$ cat src/i2cbs_pkg.sv
// Shared types, command codes and sequence lengths for the I2C master bit sequencer.
// No dependencies; every other file of the block imports this package.
`timescale 1ns / 1ps
`default_nettype none

package i2cbs_pkg;

    // Command codes as they arrive in the mode field.
    localparam logic [2:0] MODE_START     = 3'd0;
    localparam logic [2:0] MODE_STOP      = 3'd1;
    localparam logic [2:0] MODE_WRITE     = 3'd2;
    localparam logic [2:0] MODE_READ      = 3'd3;
    localparam logic [2:0] MODE_ACK_WRITE = 3'd4;
    localparam logic [2:0] MODE_ACK_READ  = 3'd5;

    // Width of the step counter and of the bytes on the bus.
    localparam int unsigned STEP_W = 5;
    localparam int unsigned BYTE_W = 8;

    // Default depth of the queue between the front and back ends.
    localparam int unsigned QUEUE_DEPTH_DEF = 2;

    // Active command, one-hot.
    typedef enum logic [5:0] {
        CMD_START     = 6'b000001,
        CMD_STOP      = 6'b000010,
        CMD_WRITE     = 6'b000100,
        CMD_READ      = 6'b001000,
        CMD_ACK_WRITE = 6'b010000,
        CMD_ACK_READ  = 6'b100000
    } t_cmd;

    // One input beat: a tick, perhaps carrying a command.
    typedef struct packed {
        logic              cmd_valid;
        logic [2:0]        mode;
        logic [BYTE_W-1:0] tx_byte;
        logic              ack_value;
        logic              sda_in;
    } t_tick;

    // One result beat.
    typedef struct packed {
        logic              scl_level;
        logic              sda_level;
        logic              busy_res;
        logic              done_res;
        logic [BYTE_W-1:0] rx_byte;
        logic              ack_seen;
    } t_res;

    // A classified tick as it travels through the queue.
    typedef struct packed {
        logic              cmd_ok;
        t_cmd              cmd;
        logic [BYTE_W-1:0] load;
        logic              sda;
    } t_item;

    // Index of the last step of each command's pin sequence.
    function automatic logic [STEP_W-1:0] last_step(input t_cmd cmd);
        logic [STEP_W-1:0] v;
        begin
            case (cmd)
                CMD_START:     v = 5'd3;
                CMD_STOP:      v = 5'd2;
                CMD_WRITE:     v = 5'd23;
                CMD_READ:      v = 5'd24;
                CMD_ACK_WRITE: v = 5'd2;
                CMD_ACK_READ:  v = 5'd3;
                default:       v = 5'd3;
            endcase
            return v;
        end
    endfunction

endpackage

`default_nettype wire

$ cat src/i2cbs_front.sv
// Front end: classifies each tick beat into a queue item.
// Depends on i2cbs_pkg for the beat and item types and the command codes.
`timescale 1ns / 1ps
`default_nettype none

module i2cbs_front (
    input  wire                 i_tick_valid,
    output logic                o_tick_ready,
    input  i2cbs_pkg::t_tick    i_tick,
    output logic                o_item_valid,
    input  wire                 i_item_ready,
    output i2cbs_pkg::t_item    o_item
);
    import i2cbs_pkg::*;

    // Handshake passes straight to the queue; the front holds no state.
    assign o_item_valid = i_tick_valid;
    assign o_tick_ready = i_item_ready;

    // Decode the mode, reject undefined codes and prepare the shift load.
    always_comb begin
        o_item.cmd_ok = 1'b0;
        o_item.cmd    = CMD_START;
        o_item.load   = '0;
        o_item.sda    = i_tick.sda_in;
        if (i_tick.cmd_valid && (i_tick.mode inside {[MODE_START:MODE_ACK_READ]})) begin
            o_item.cmd_ok = 1'b1;
        end
        case (i_tick.mode)
            MODE_START:     o_item.cmd = CMD_START;
            MODE_STOP:      o_item.cmd = CMD_STOP;
            MODE_WRITE: begin
                o_item.cmd  = CMD_WRITE;
                o_item.load = i_tick.tx_byte;
            end
            MODE_READ:      o_item.cmd = CMD_READ;
            MODE_ACK_WRITE: begin
                o_item.cmd  = CMD_ACK_WRITE;
                o_item.load = {i_tick.ack_value, {(BYTE_W-1){1'b0}}};
            end
            MODE_ACK_READ:  o_item.cmd = CMD_ACK_READ;
            default:        o_item.cmd = CMD_START;
        endcase
    end

endmodule

`default_nettype wire

$ cat src/i2cbs_queue.sv
// Small register queue between the front and back ends.
// Depends on i2cbs_pkg for the item type.
`timescale 1ns / 1ps
`default_nettype none

module i2cbs_queue #(
    parameter int unsigned DEPTH = i2cbs_pkg::QUEUE_DEPTH_DEF  // 2 to 16
) (
    input  wire                 i_clk,
    input  wire                 i_rst_n,
    input  wire                 i_push_valid,
    output logic                o_push_ready,
    input  i2cbs_pkg::t_item    i_push,
    output logic                o_pop_valid,
    input  wire                 i_pop_ready,
    output i2cbs_pkg::t_item    o_pop
);
    import i2cbs_pkg::*;

    localparam int unsigned PTR_W = (DEPTH > 1) ? $clog2(DEPTH) : 1;
    localparam int unsigned CNT_W = $clog2(DEPTH + 1);
    localparam logic [PTR_W-1:0] PTR_LAST = PTR_W'(DEPTH - 1);
    localparam logic [CNT_W-1:0] CNT_FULL = CNT_W'(DEPTH);

    t_item            r_mem [DEPTH];
    logic [PTR_W-1:0] r_wr_ptr, n_wr_ptr;
    logic [PTR_W-1:0] r_rd_ptr, n_rd_ptr;
    logic [CNT_W-1:0] r_count, n_count;
    logic             push, pop;

    assign o_push_ready = (r_count != CNT_FULL);
    assign o_pop_valid  = (r_count != '0);
    assign o_pop        = r_mem[r_rd_ptr];
    assign push         = i_push_valid && o_push_ready;
    assign pop          = o_pop_valid && i_pop_ready;

    // Pointer and occupancy updates.
    always_comb begin
        n_wr_ptr = r_wr_ptr;
        n_rd_ptr = r_rd_ptr;
        n_count  = r_count;
        if (push) begin
            n_wr_ptr = (r_wr_ptr == PTR_LAST) ? '0 : r_wr_ptr + 1'b1;
        end
        if (pop) begin
            n_rd_ptr = (r_rd_ptr == PTR_LAST) ? '0 : r_rd_ptr + 1'b1;
        end
        if (push && !pop) begin
            n_count = r_count + 1'b1;
        end else if (pop && !push) begin
            n_count = r_count - 1'b1;
        end
    end

    always_ff @(posedge i_clk) begin
        if (!i_rst_n) begin
            r_wr_ptr <= '0;
            r_rd_ptr <= '0;
            r_count  <= '0;
        end else begin
            r_wr_ptr <= n_wr_ptr;
            r_rd_ptr <= n_rd_ptr;
            r_count  <= n_count;
        end
    end

    // Storage needs no reset.
    always_ff @(posedge i_clk) begin
        if (push) begin
            r_mem[r_wr_ptr] <= i_push;
        end
    end

    // Occupancy never exceeds the depth.
    a_count_bound: assert property (@(posedge i_clk) disable iff (!i_rst_n)
        r_count <= CNT_FULL)
        else $error("queue occupancy beyond depth");

    // A lone push grows the queue by exactly one beat.
    a_push_grows: assert property (@(posedge i_clk) disable iff (!i_rst_n)
        (push && !pop) |=> (r_count == $past(r_count) + 1'b1))
        else $error("queue count did not follow a push");

    // A lone pop shrinks the queue by exactly one beat.
    a_pop_shrinks: assert property (@(posedge i_clk) disable iff (!i_rst_n)
        (pop && !push) |=> (r_count == $past(r_count) - 1'b1))
        else $error("queue count did not follow a pop");

endmodule

`default_nettype wire

$ cat src/i2cbs_back.sv
// Back end: runs one pin step per queued tick and registers the result beat.
// Depends on i2cbs_pkg for the item, result and command types.
`timescale 1ns / 1ps
`default_nettype none

module i2cbs_back (
    input  wire                 i_clk,
    input  wire                 i_rst_n,
    input  wire                 i_item_valid,
    output logic                o_item_ready,
    input  i2cbs_pkg::t_item    i_item,
    output logic                o_res_valid,
    input  wire                 i_res_ready,
    output i2cbs_pkg::t_res     o_res
);
    import i2cbs_pkg::*;

    // Sequencer state.
    t_cmd              r_cmd, n_cmd;
    logic [STEP_W-1:0] r_step, n_step;
    logic [1:0]        r_phase, n_phase;
    logic              r_running, n_running;
    logic [BYTE_W-1:0] r_send, n_send;
    logic [BYTE_W-1:0] r_recv, n_recv;
    logic              r_scl, n_scl;
    logic              r_sda, n_sda;
    logic              r_ack, n_ack;
    logic              n_done;

    // Result register.
    logic              r_out_valid;
    t_res              r_out;

    logic              pop;

    assign o_item_ready = !r_out_valid || i_res_ready;
    assign pop          = i_item_valid && o_item_ready;
    assign o_res_valid  = r_out_valid;
    assign o_res        = r_out;

    // One step of the active pin sequence.
    always_comb begin
        n_cmd     = r_cmd;
        n_step    = r_step;
        n_phase   = r_phase;
        n_running = r_running;
        n_send    = r_send;
        n_recv    = r_recv;
        n_scl     = r_scl;
        n_sda     = r_sda;
        n_ack     = r_ack;
        n_done    = 1'b0;

        // Take a new command only when idle.
        if (!r_running && i_item.cmd_ok) begin
            n_cmd     = i_item.cmd;
            n_step    = '0;
            n_phase   = '0;
            n_running = 1'b1;
            if (i_item.cmd == CMD_WRITE || i_item.cmd == CMD_ACK_WRITE) begin
                n_send = i_item.load;
            end
            if (i_item.cmd == CMD_READ) begin
                n_recv = '0;
            end
        end

        if (n_running) begin
            case (n_cmd)
                CMD_START: begin
                    if (n_step == 5'd0)      n_sda = 1'b1;
                    else if (n_step == 5'd1) n_scl = 1'b1;
                    else if (n_step == 5'd2) n_sda = 1'b0;
                    else                     n_scl = 1'b0;
                end
                CMD_STOP: begin
                    if (n_step == 5'd0)      n_sda = 1'b0;
                    else if (n_step == 5'd1) n_scl = 1'b1;
                    else                     n_sda = 1'b1;
                end
                CMD_WRITE: begin
                    if (n_phase == 2'd0) begin
                        n_sda = n_send[BYTE_W-1];
                    end else if (n_phase == 2'd1) begin
                        n_scl = 1'b1;
                    end else begin
                        n_scl  = 1'b0;
                        n_send = {n_send[BYTE_W-2:0], 1'b0};
                    end
                end
                CMD_READ: begin
                    // Release SDA first, then clock in eight bits.
                    if (n_step == 5'd0) begin
                        n_sda = 1'b1;
                    end else if (n_phase == 2'd0) begin
                        n_scl = 1'b1;
                    end else if (n_phase == 2'd1) begin
                        n_recv = {n_recv[BYTE_W-2:0], i_item.sda};
                    end else begin
                        n_scl = 1'b0;
                    end
                end
                CMD_ACK_WRITE: begin
                    if (n_step == 5'd0)      n_sda = n_send[BYTE_W-1];
                    else if (n_step == 5'd1) n_scl = 1'b1;
                    else                     n_scl = 1'b0;
                end
                CMD_ACK_READ: begin
                    if (n_step == 5'd0)      n_sda = 1'b1;
                    else if (n_step == 5'd1) n_scl = 1'b1;
                    else if (n_step == 5'd2) n_ack = i_item.sda;
                    else                     n_scl = 1'b0;
                end
                default: begin
                    n_scl = r_scl;
                end
            endcase

            // Bit phase advances on every step except the read's release step.
            if (!(n_cmd == CMD_READ && n_step == 5'd0)) begin
                n_phase = (n_phase == 2'd2) ? 2'd0 : n_phase + 1'b1;
            end

            // Finish on the last step of the sequence.
            if (n_step == last_step(n_cmd)) begin
                n_running = 1'b0;
                n_step    = '0;
                n_done    = 1'b1;
            end else begin
                n_step = n_step + 1'b1;
            end
        end
    end

    // Control state and result valid.
    always_ff @(posedge i_clk) begin
        if (!i_rst_n) begin
            r_cmd       <= CMD_START;
            r_step      <= '0;
            r_phase     <= '0;
            r_running   <= 1'b0;
            r_send      <= '0;
            r_recv      <= '0;
            r_scl       <= 1'b1;
            r_sda       <= 1'b1;
            r_ack       <= 1'b1;
            r_out_valid <= 1'b0;
        end else begin
            if (pop) begin
                r_cmd     <= n_cmd;
                r_step    <= n_step;
                r_phase   <= n_phase;
                r_running <= n_running;
                r_send    <= n_send;
                r_recv    <= n_recv;
                r_scl     <= n_scl;
                r_sda     <= n_sda;
                r_ack     <= n_ack;
            end
            if (pop) begin
                r_out_valid <= 1'b1;
            end else if (i_res_ready) begin
                r_out_valid <= 1'b0;
            end
        end
    end

    // Result payload, loaded with each executed beat.
    always_ff @(posedge i_clk) begin
        if (pop) begin
            r_out.scl_level <= n_scl;
            r_out.sda_level <= n_sda;
            r_out.busy_res  <= n_running;
            r_out.done_res  <= n_done;
            r_out.rx_byte   <= n_recv;
            r_out.ack_seen  <= n_ack;
        end
    end

    // A running sequence never goes past its last step.
    a_step_bound: assert property (@(posedge i_clk) disable iff (!i_rst_n)
        r_running |-> (r_step <= last_step(r_cmd)))
        else $error("step counter past end of sequence");

    // The step counter rests at zero while idle.
    a_idle_step: assert property (@(posedge i_clk) disable iff (!i_rst_n)
        !r_running |-> (r_step == '0))
        else $error("step counter not cleared when idle");

    // The bit phase only counts through three values.
    a_phase_bound: assert property (@(posedge i_clk) disable iff (!i_rst_n)
        r_phase != 2'd3)
        else $error("bit phase out of range");

    // A finishing beat never also reports busy.
    a_done_not_busy: assert property (@(posedge i_clk) disable iff (!i_rst_n)
        (r_out_valid && r_out.done_res) |-> !r_out.busy_res)
        else $error("result shows done and busy together");

endmodule

`default_nettype wire

$ cat src/i2c_master_bit_sequencer.sv
// I2C master bit sequencer: one tick beat in, one result beat out, one pin step per tick.
// An accepted tick passes through the queue and then the result register on its way to its result beat.
// Throughput: one tick per cycle while the result side does not stall, set by the single-step execute stage.
// Either side may stall; the queue and result register keep the other side moving.
// Reset (synchronous, active low) empties the queue, idles the sequencer and releases SCL/SDA.
// Depends on i2cbs_pkg, i2cbs_front, i2cbs_queue and i2cbs_back.
`timescale 1ns / 1ps
`default_nettype none

module i2c_master_bit_sequencer #(
    parameter int unsigned QUEUE_DEPTH = i2cbs_pkg::QUEUE_DEPTH_DEF
) (
    input  wire                 i_clk,
    input  wire                 i_rst_n,
    input  wire                 i_tick_valid,
    output logic                o_tick_ready,
    input  i2cbs_pkg::t_tick    i_tick,
    output logic                o_res_valid,
    input  wire                 i_res_ready,
    output i2cbs_pkg::t_res     o_res
);
    import i2cbs_pkg::*;

    logic  front_valid, front_ready;
    t_item front_item;
    logic  back_valid, back_ready;
    t_item back_item;

    // Classify incoming ticks.
    i2cbs_front u_front (
        .i_tick_valid (i_tick_valid),
        .o_tick_ready (o_tick_ready),
        .i_tick       (i_tick),
        .o_item_valid (front_valid),
        .i_item_ready (front_ready),
        .o_item       (front_item)
    );

    // Decouple front and back.
    i2cbs_queue #(
        .DEPTH (QUEUE_DEPTH)
    ) u_queue (
        .i_clk        (i_clk),
        .i_rst_n      (i_rst_n),
        .i_push_valid (front_valid),
        .o_push_ready (front_ready),
        .i_push       (front_item),
        .o_pop_valid  (back_valid),
        .i_pop_ready  (back_ready),
        .o_pop        (back_item)
    );

    // Execute pin steps and register results.
    i2cbs_back u_back (
        .i_clk        (i_clk),
        .i_rst_n      (i_rst_n),
        .i_item_valid (back_valid),
        .o_item_ready (back_ready),
        .i_item       (back_item),
        .o_res_valid  (o_res_valid),
        .i_res_ready  (i_res_ready),
        .o_res        (o_res)
    );

endmodule

`default_nettype wire

$ cat config.mk
export PLATFORM = sky130hd
export DESIGN_NAME = i2c_master_bit_sequencer
export DESIGN_NICKNAME = d
export VERILOG_FILES = /design/src/i2cbs_pkg.sv /design/src/i2cbs_front.sv /design/src/i2cbs_queue.sv /design/src/i2cbs_back.sv /design/src/i2c_master_bit_sequencer.sv
export SDC_FILE = /design/constraint.sdc
export NUM_CORES = 1
export LEC_CHECK = 0
export ABC_AREA = 1
export BUFFER_PORTS_ARGS = -buffer_cell sky130_fd_sc_hd__buf_2
export CORE_MARGIN = 2
export CORE_UTILIZATION = 45
export CTS_CLUSTER_SIZE = 10
export DETAILED_ROUTE_END_ITERATION = 12
export PLACE_DENSITY = 0.72
export SLEW_MARGIN = 10
export SYNTH_ARGS = -nofsm -noshare
export SYNTH_HDL_FRONTEND = slang
export SYNTH_SLANG_ARGS = --single-unit
$ cat constraint.sdc
create_clock -name i_clk -period 2.9 [get_ports i_clk]
set_input_delay 0.29 -clock i_clk [delete_from_list [all_inputs] [get_ports i_clk]]
set_output_delay 0.29 -clock i_clk [all_outputs]
set_load 0.005 [all_outputs]
==> summary.md <==
Timing
* final count of negative-setup-slack endpoints: 0
* pin slew with the least headroom to its limit: 0.779 ns
* time the final worst path needs with I/O delays and setup: 2.49 ns
* fraction of the cycle the final worst path needs: 0.858
* max-slew violation count: 0
* setup repair after global routing missed its margin: false
* Total Negative Setup Slacks: 0 ns
* largest clock skew in the final design: 0.0104 ns
* maximum operating frequency: 402 MHz
* number of hold violations in the final report: 0
* worst relative slew slack: 0.480

Worst setup path
* Worst EP required: 3.16 ns
* number of cells on the critical path: 15
* type of destination of the critical path: flop
* critical path buffer and inverter count: 4
* critical path, cell by cell: inv_1 > nand2_4 > nand2_1 > nor2_1 > nor2_1 > inv_1 > ha_1 > nand2_1 > nor2_1 > inv_1 > nand3_4 > nand2_1 > o21ai_1 > o21ai_0 > inv_1
* r2r setup slk: 0.41 ns
* top fanout value on the critical path: 16
* number of cell instances on the worst register-to-register path: 15
* cell type of the slowest stage on the worst timing path: sky130_fd_sc_hd__edfxtp_1
* critical path arrival: 2.75 ns
* cell family with most CP delay: simple AND/OR/NAND/NOR gates
* class of the most critical setup path: flop to flop
* cell mode on critical path: sky130_fd_sc_hd__inv_1
* crit path launch type: flop
* stage delay of the slowest cell on the critical path: 0.44 ns

Floorplanning
* Core Box Area: 9770 um2
* die height: 104 um
* initial core utilization: 0.463
* number of rows in the core area: 36
* Die Outline Area: 10900 um2
* floorplan die width: 104 um
* I/O pins: 33

Power
* leakage power: 2.37 nW
* ratio of total power to cell area: 1050 nW/um2
* Peak supply drop: 0.000516 V

Route
* via count normalized by instance count: 4.95
* DR vias: 3623
* first-iteration detailed-routing DRC count: 180
* average wire per standard cell: 12.4 um
* first drt pass iteration count: 4
* number of design rule violations left after detail routing: 0
* Routed WL: 9090 um
* residual antenna-violating net count after detailed routing: 0

GRT
* initial antenna violation count: 0
* number of global-route vias before repair: 3418
* maximum number of pins on one net before global-route repair: 50
* GR Util All Layers: 0.177
* Remaining Overflow, GRT: 0
* first-pass GRT wire length: 15700 um

Logic synthesis
* yosys warns: 0
* Seq/Total Area, Yosys: 0.471
* mean post-synth cell area: 8.09 um2
* number of enable flip-flop cells after synthesis: 45
* most used flip-flop cell after synthesis: sky130_fd_sc_hd__edfxtp_1
* Post-Syn Nets: 583
* post-synthesis cell area: 4530 um2
* number of distinct library cells after synthesis: 46
* synthesis-stage register bit count: 84
* fraction of registers with async set or reset after synthesis: 0
* cell count after synthesis: 560

Clock network
* clock latency at the later pin of the worst-skew pair: 0.36 ns
* maximum clock path buffer count: 2
* H-tree levels: 3
* clock slew seen by the registers of the worst setup and hold paths: 0.09 ns
* root buffer cell: sky130_fd_sc_hd__clkbuf_8
* number of buffers added by the clock tree synthesis step: 9
* number of clock sinks: 84
* number of cells upsized or downsized after cts: 0
* postcts setup bufs: 0
* number of hold buffers added after CTS: 0
* clock tree from TritonCTS: done

Place
* final HPWL from detailed placement: 6480 um
* placed cell count: 716
* IO buf count: 32
* area post-placement: 4820 um2
* RD Place Congestion: 0.937

Run
* Max Cap Violations: 0

Final layout
* fraction of layout instances using a drive strength above 1: 0.187
* total number of nets in the final design: 617
* sequential cell area: 2130 um2
* Filler cells: 953
* Non-Filler Cell Area, Final: 5060 um2
* synthesis-to-finish area growth: 11.7%
* antenna cell count: 0
* fin cells: 732
* multi-input gate area in the final layout: 1980 um2

Hold path
* class of the most critical hold timing path: input port to flop
* Worst Hold Depth: 1

Status
* run status: completed

-- logic make-up (layout without fill, tap and decap cells) --
| logic type | Yosys count | in the layout | synth area share |
|---|---|---|---|
| buf+inv | 101 | 140 | 0.0939 |
| flops | 84 | 84 | 0.471 |
| simple gates | 266 | 266 | 0.287 |
| compound gates | 99 | 99 | 0.124 |
| mux | 2 | 2 | 0.00442 |
| fa+ha+maj | 5 | 5 | 0.0138 |
| xor+xnor | 3 | 3 | 0.00580 |
-- where the power goes --
part	internal, W	leakage (nW)	total [W]	switching [W]
logic	0.000803	1.50	0.00246	0.00165
registers	0.00167	0.752	0.00186	0.000186
clock network	0.000507	0.120	0.000980	0.000473
-- cell usage after synthesis (3+ instances only) --
| cell type | instances | area [um2] |
|---|---|---|
| sky130_fd_sc_hd__nor2_1 | 58 | 218 |
| sky130_fd_sc_hd__ha_1 | 5 | 62.6 |
| sky130_fd_sc_hd__edfxtp_1 | 45 | 1350 |
| sky130_fd_sc_hd__clkbuf_1 | 9 | 33.8 |
| sky130_fd_sc_hd__buf_6 | 3 | 33.8 |
| sky130_fd_sc_hd__o21ai_1 | 7 | 35.0 |
| sky130_fd_sc_hd__nor3_1 | 3 | 15.0 |
| sky130_fd_sc_hd__nand2_4 | 9 | 101 |
| sky130_fd_sc_hd__o21ai_0 | 39 | 195 |
| sky130_fd_sc_hd__inv_2 | 3 | 11.3 |
| sky130_fd_sc_hd__a21oi_2 | 6 | 52.6 |
| sky130_fd_sc_hd__a21oi_1 | 34 | 170 |
| sky130_fd_sc_hd__o211ai_1 | 3 | 22.5 |
| sky130_fd_sc_hd__inv_1 | 80 | 300 |
| sky130_fd_sc_hd__nand3_1 | 34 | 170 |
| sky130_fd_sc_hd__nand2_2 | 13 | 81.3 |
| sky130_fd_sc_hd__nor2_2 | 3 | 18.8 |
| sky130_fd_sc_hd__nand4_1 | 5 | 31.3 |
| sky130_fd_sc_hd__dfxtp_1 | 39 | 781 |
| sky130_fd_sc_hd__nand3_2 | 4 | 40.0 |
| sky130_fd_sc_hd__nand2_1 | 122 | 458 |
| sky130_fd_sc_hd__o21ai_2 | 6 | 52.6 |
-- metrics by stage --
step | power, W | hold WS, ns | util | setup slack, ns
2_1_floorplan | 0.00381 | 0.389 | - | 0.747
3_3_place_gp | 0.00427 | 0.437 | 0.493 | 0.538
3_5_place_dp | 0.00435 | 0.454 | 0.493 | 0.441
4_1_cts | 0.00534 | 0.108 | 0.517 | 0.436
5_1_grt | 0.00573 | 0.126 | 0.517 | 0.179
6_report | 0.00530 | 0.122 | 0.517 | 0.412
-- flip-flops by register name (all words and copies together) (netlist names), named ones only --
name	count
u_queue.r_rd_ptr	1
u_back.r_cmd	6
u_queue.r_count	2
u_back.r_phase	2
u_back.r_sda	1
u_back.r_step	5
u_back.r_running	1
u_queue.r_mem	32
u_back.r_recv	8
u_back.o_res	13
u_back.r_ack	1
u_back.o_res_valid	1
u_back.r_scl	1
u_queue.r_wr_ptr	1
u_back.r_send	8
-- placed cells by master (no fill, tap or decap), types with 2 or more instances in the layout --
cell type                   Yosys  layout
sky130_fd_sc_hd__nand2_1      122     122
sky130_fd_sc_hd__inv_1         80      80
sky130_fd_sc_hd__nor2_1        58      58
sky130_fd_sc_hd__edfxtp_1      45      45
sky130_fd_sc_hd__o21ai_0       39      39
sky130_fd_sc_hd__dfxtp_1       39      39
sky130_fd_sc_hd__nand3_1       34      34
sky130_fd_sc_hd__a21oi_1       34      33
sky130_fd_sc_hd__buf_2          1      32
sky130_fd_sc_hd__nand2_2       13      13
sky130_fd_sc_hd__nand2_4        9       9
sky130_fd_sc_hd__clkbuf_8       0       9
sky130_fd_sc_hd__o21ai_1        7       7
sky130_fd_sc_hd__buf_4          1       7
sky130_fd_sc_hd__o21ai_2        6       6
sky130_fd_sc_hd__a21oi_2        6       6
sky130_fd_sc_hd__nand4_1        5       5
sky130_fd_sc_hd__ha_1           5       5
sky130_fd_sc_hd__nand3_2        4       4
sky130_fd_sc_hd__inv_2          3       3
sky130_fd_sc_hd__nor2_2         3       3
sky130_fd_sc_hd__nor3_1         3       3
sky130_fd_sc_hd__o211ai_1       3       3
sky130_fd_sc_hd__inv_6          0       3
sky130_fd_sc_hd__mux2i_1        2       2
sky130_fd_sc_hd__nand3_4        2       2
sky130_fd_sc_hd__nand3b_1       2       2
sky130_fd_sc_hd__or2_2          2       2
sky130_fd_sc_hd__xor2_1         2       2
sky130_fd_sc_hd__and2_1         2       2
sky130_fd_sc_hd__bufinv_16      0       2
-- per-layer routing --
| metal | wire length [um] | vias up | track usage |
|---|---|---|---|
| met5 | 0 | - | 0 |
| met4 | 125 | 0 | 0.0560 |
| met3 | 473 | 13 | 0.0338 |
| met2 | 4400 | 84 | 0.306 |
| met1 | 4090 | 1648 | 0.223 |
| li1 | - | 1878 | - |
-- worst paths after layout --
check                                 startpoint                            end
setup reg to reg  u_queue.r_mem[1][15]$_DFFE_PP_  u_back.r_recv[0]$_SDFFE_PN0P_
hold / removal                         i_tick[0]  u_queue.r_mem[0][0]$_DFFE_PP_
hold reg to reg    u_back.r_send[2]$_SDFFE_PN0P_  u_back.r_send[2]$_SDFFE_PN0P_
setup / recovery  u_queue.r_mem[1][15]$_DFFE_PP_  u_back.r_recv[0]$_SDFFE_PN0P_
-- area by class of cell --
type,count,share of cell area
multi-input combinational,375,0.392
clock buffer,9,0.0245
tap,133,0.0329
sequential,84,0.422
inverter,85,0.0646
timing repair buffer,39,0.0421
clock inverter,7,0.0225
Note: power is estimated with default switching activity, not from simulation.
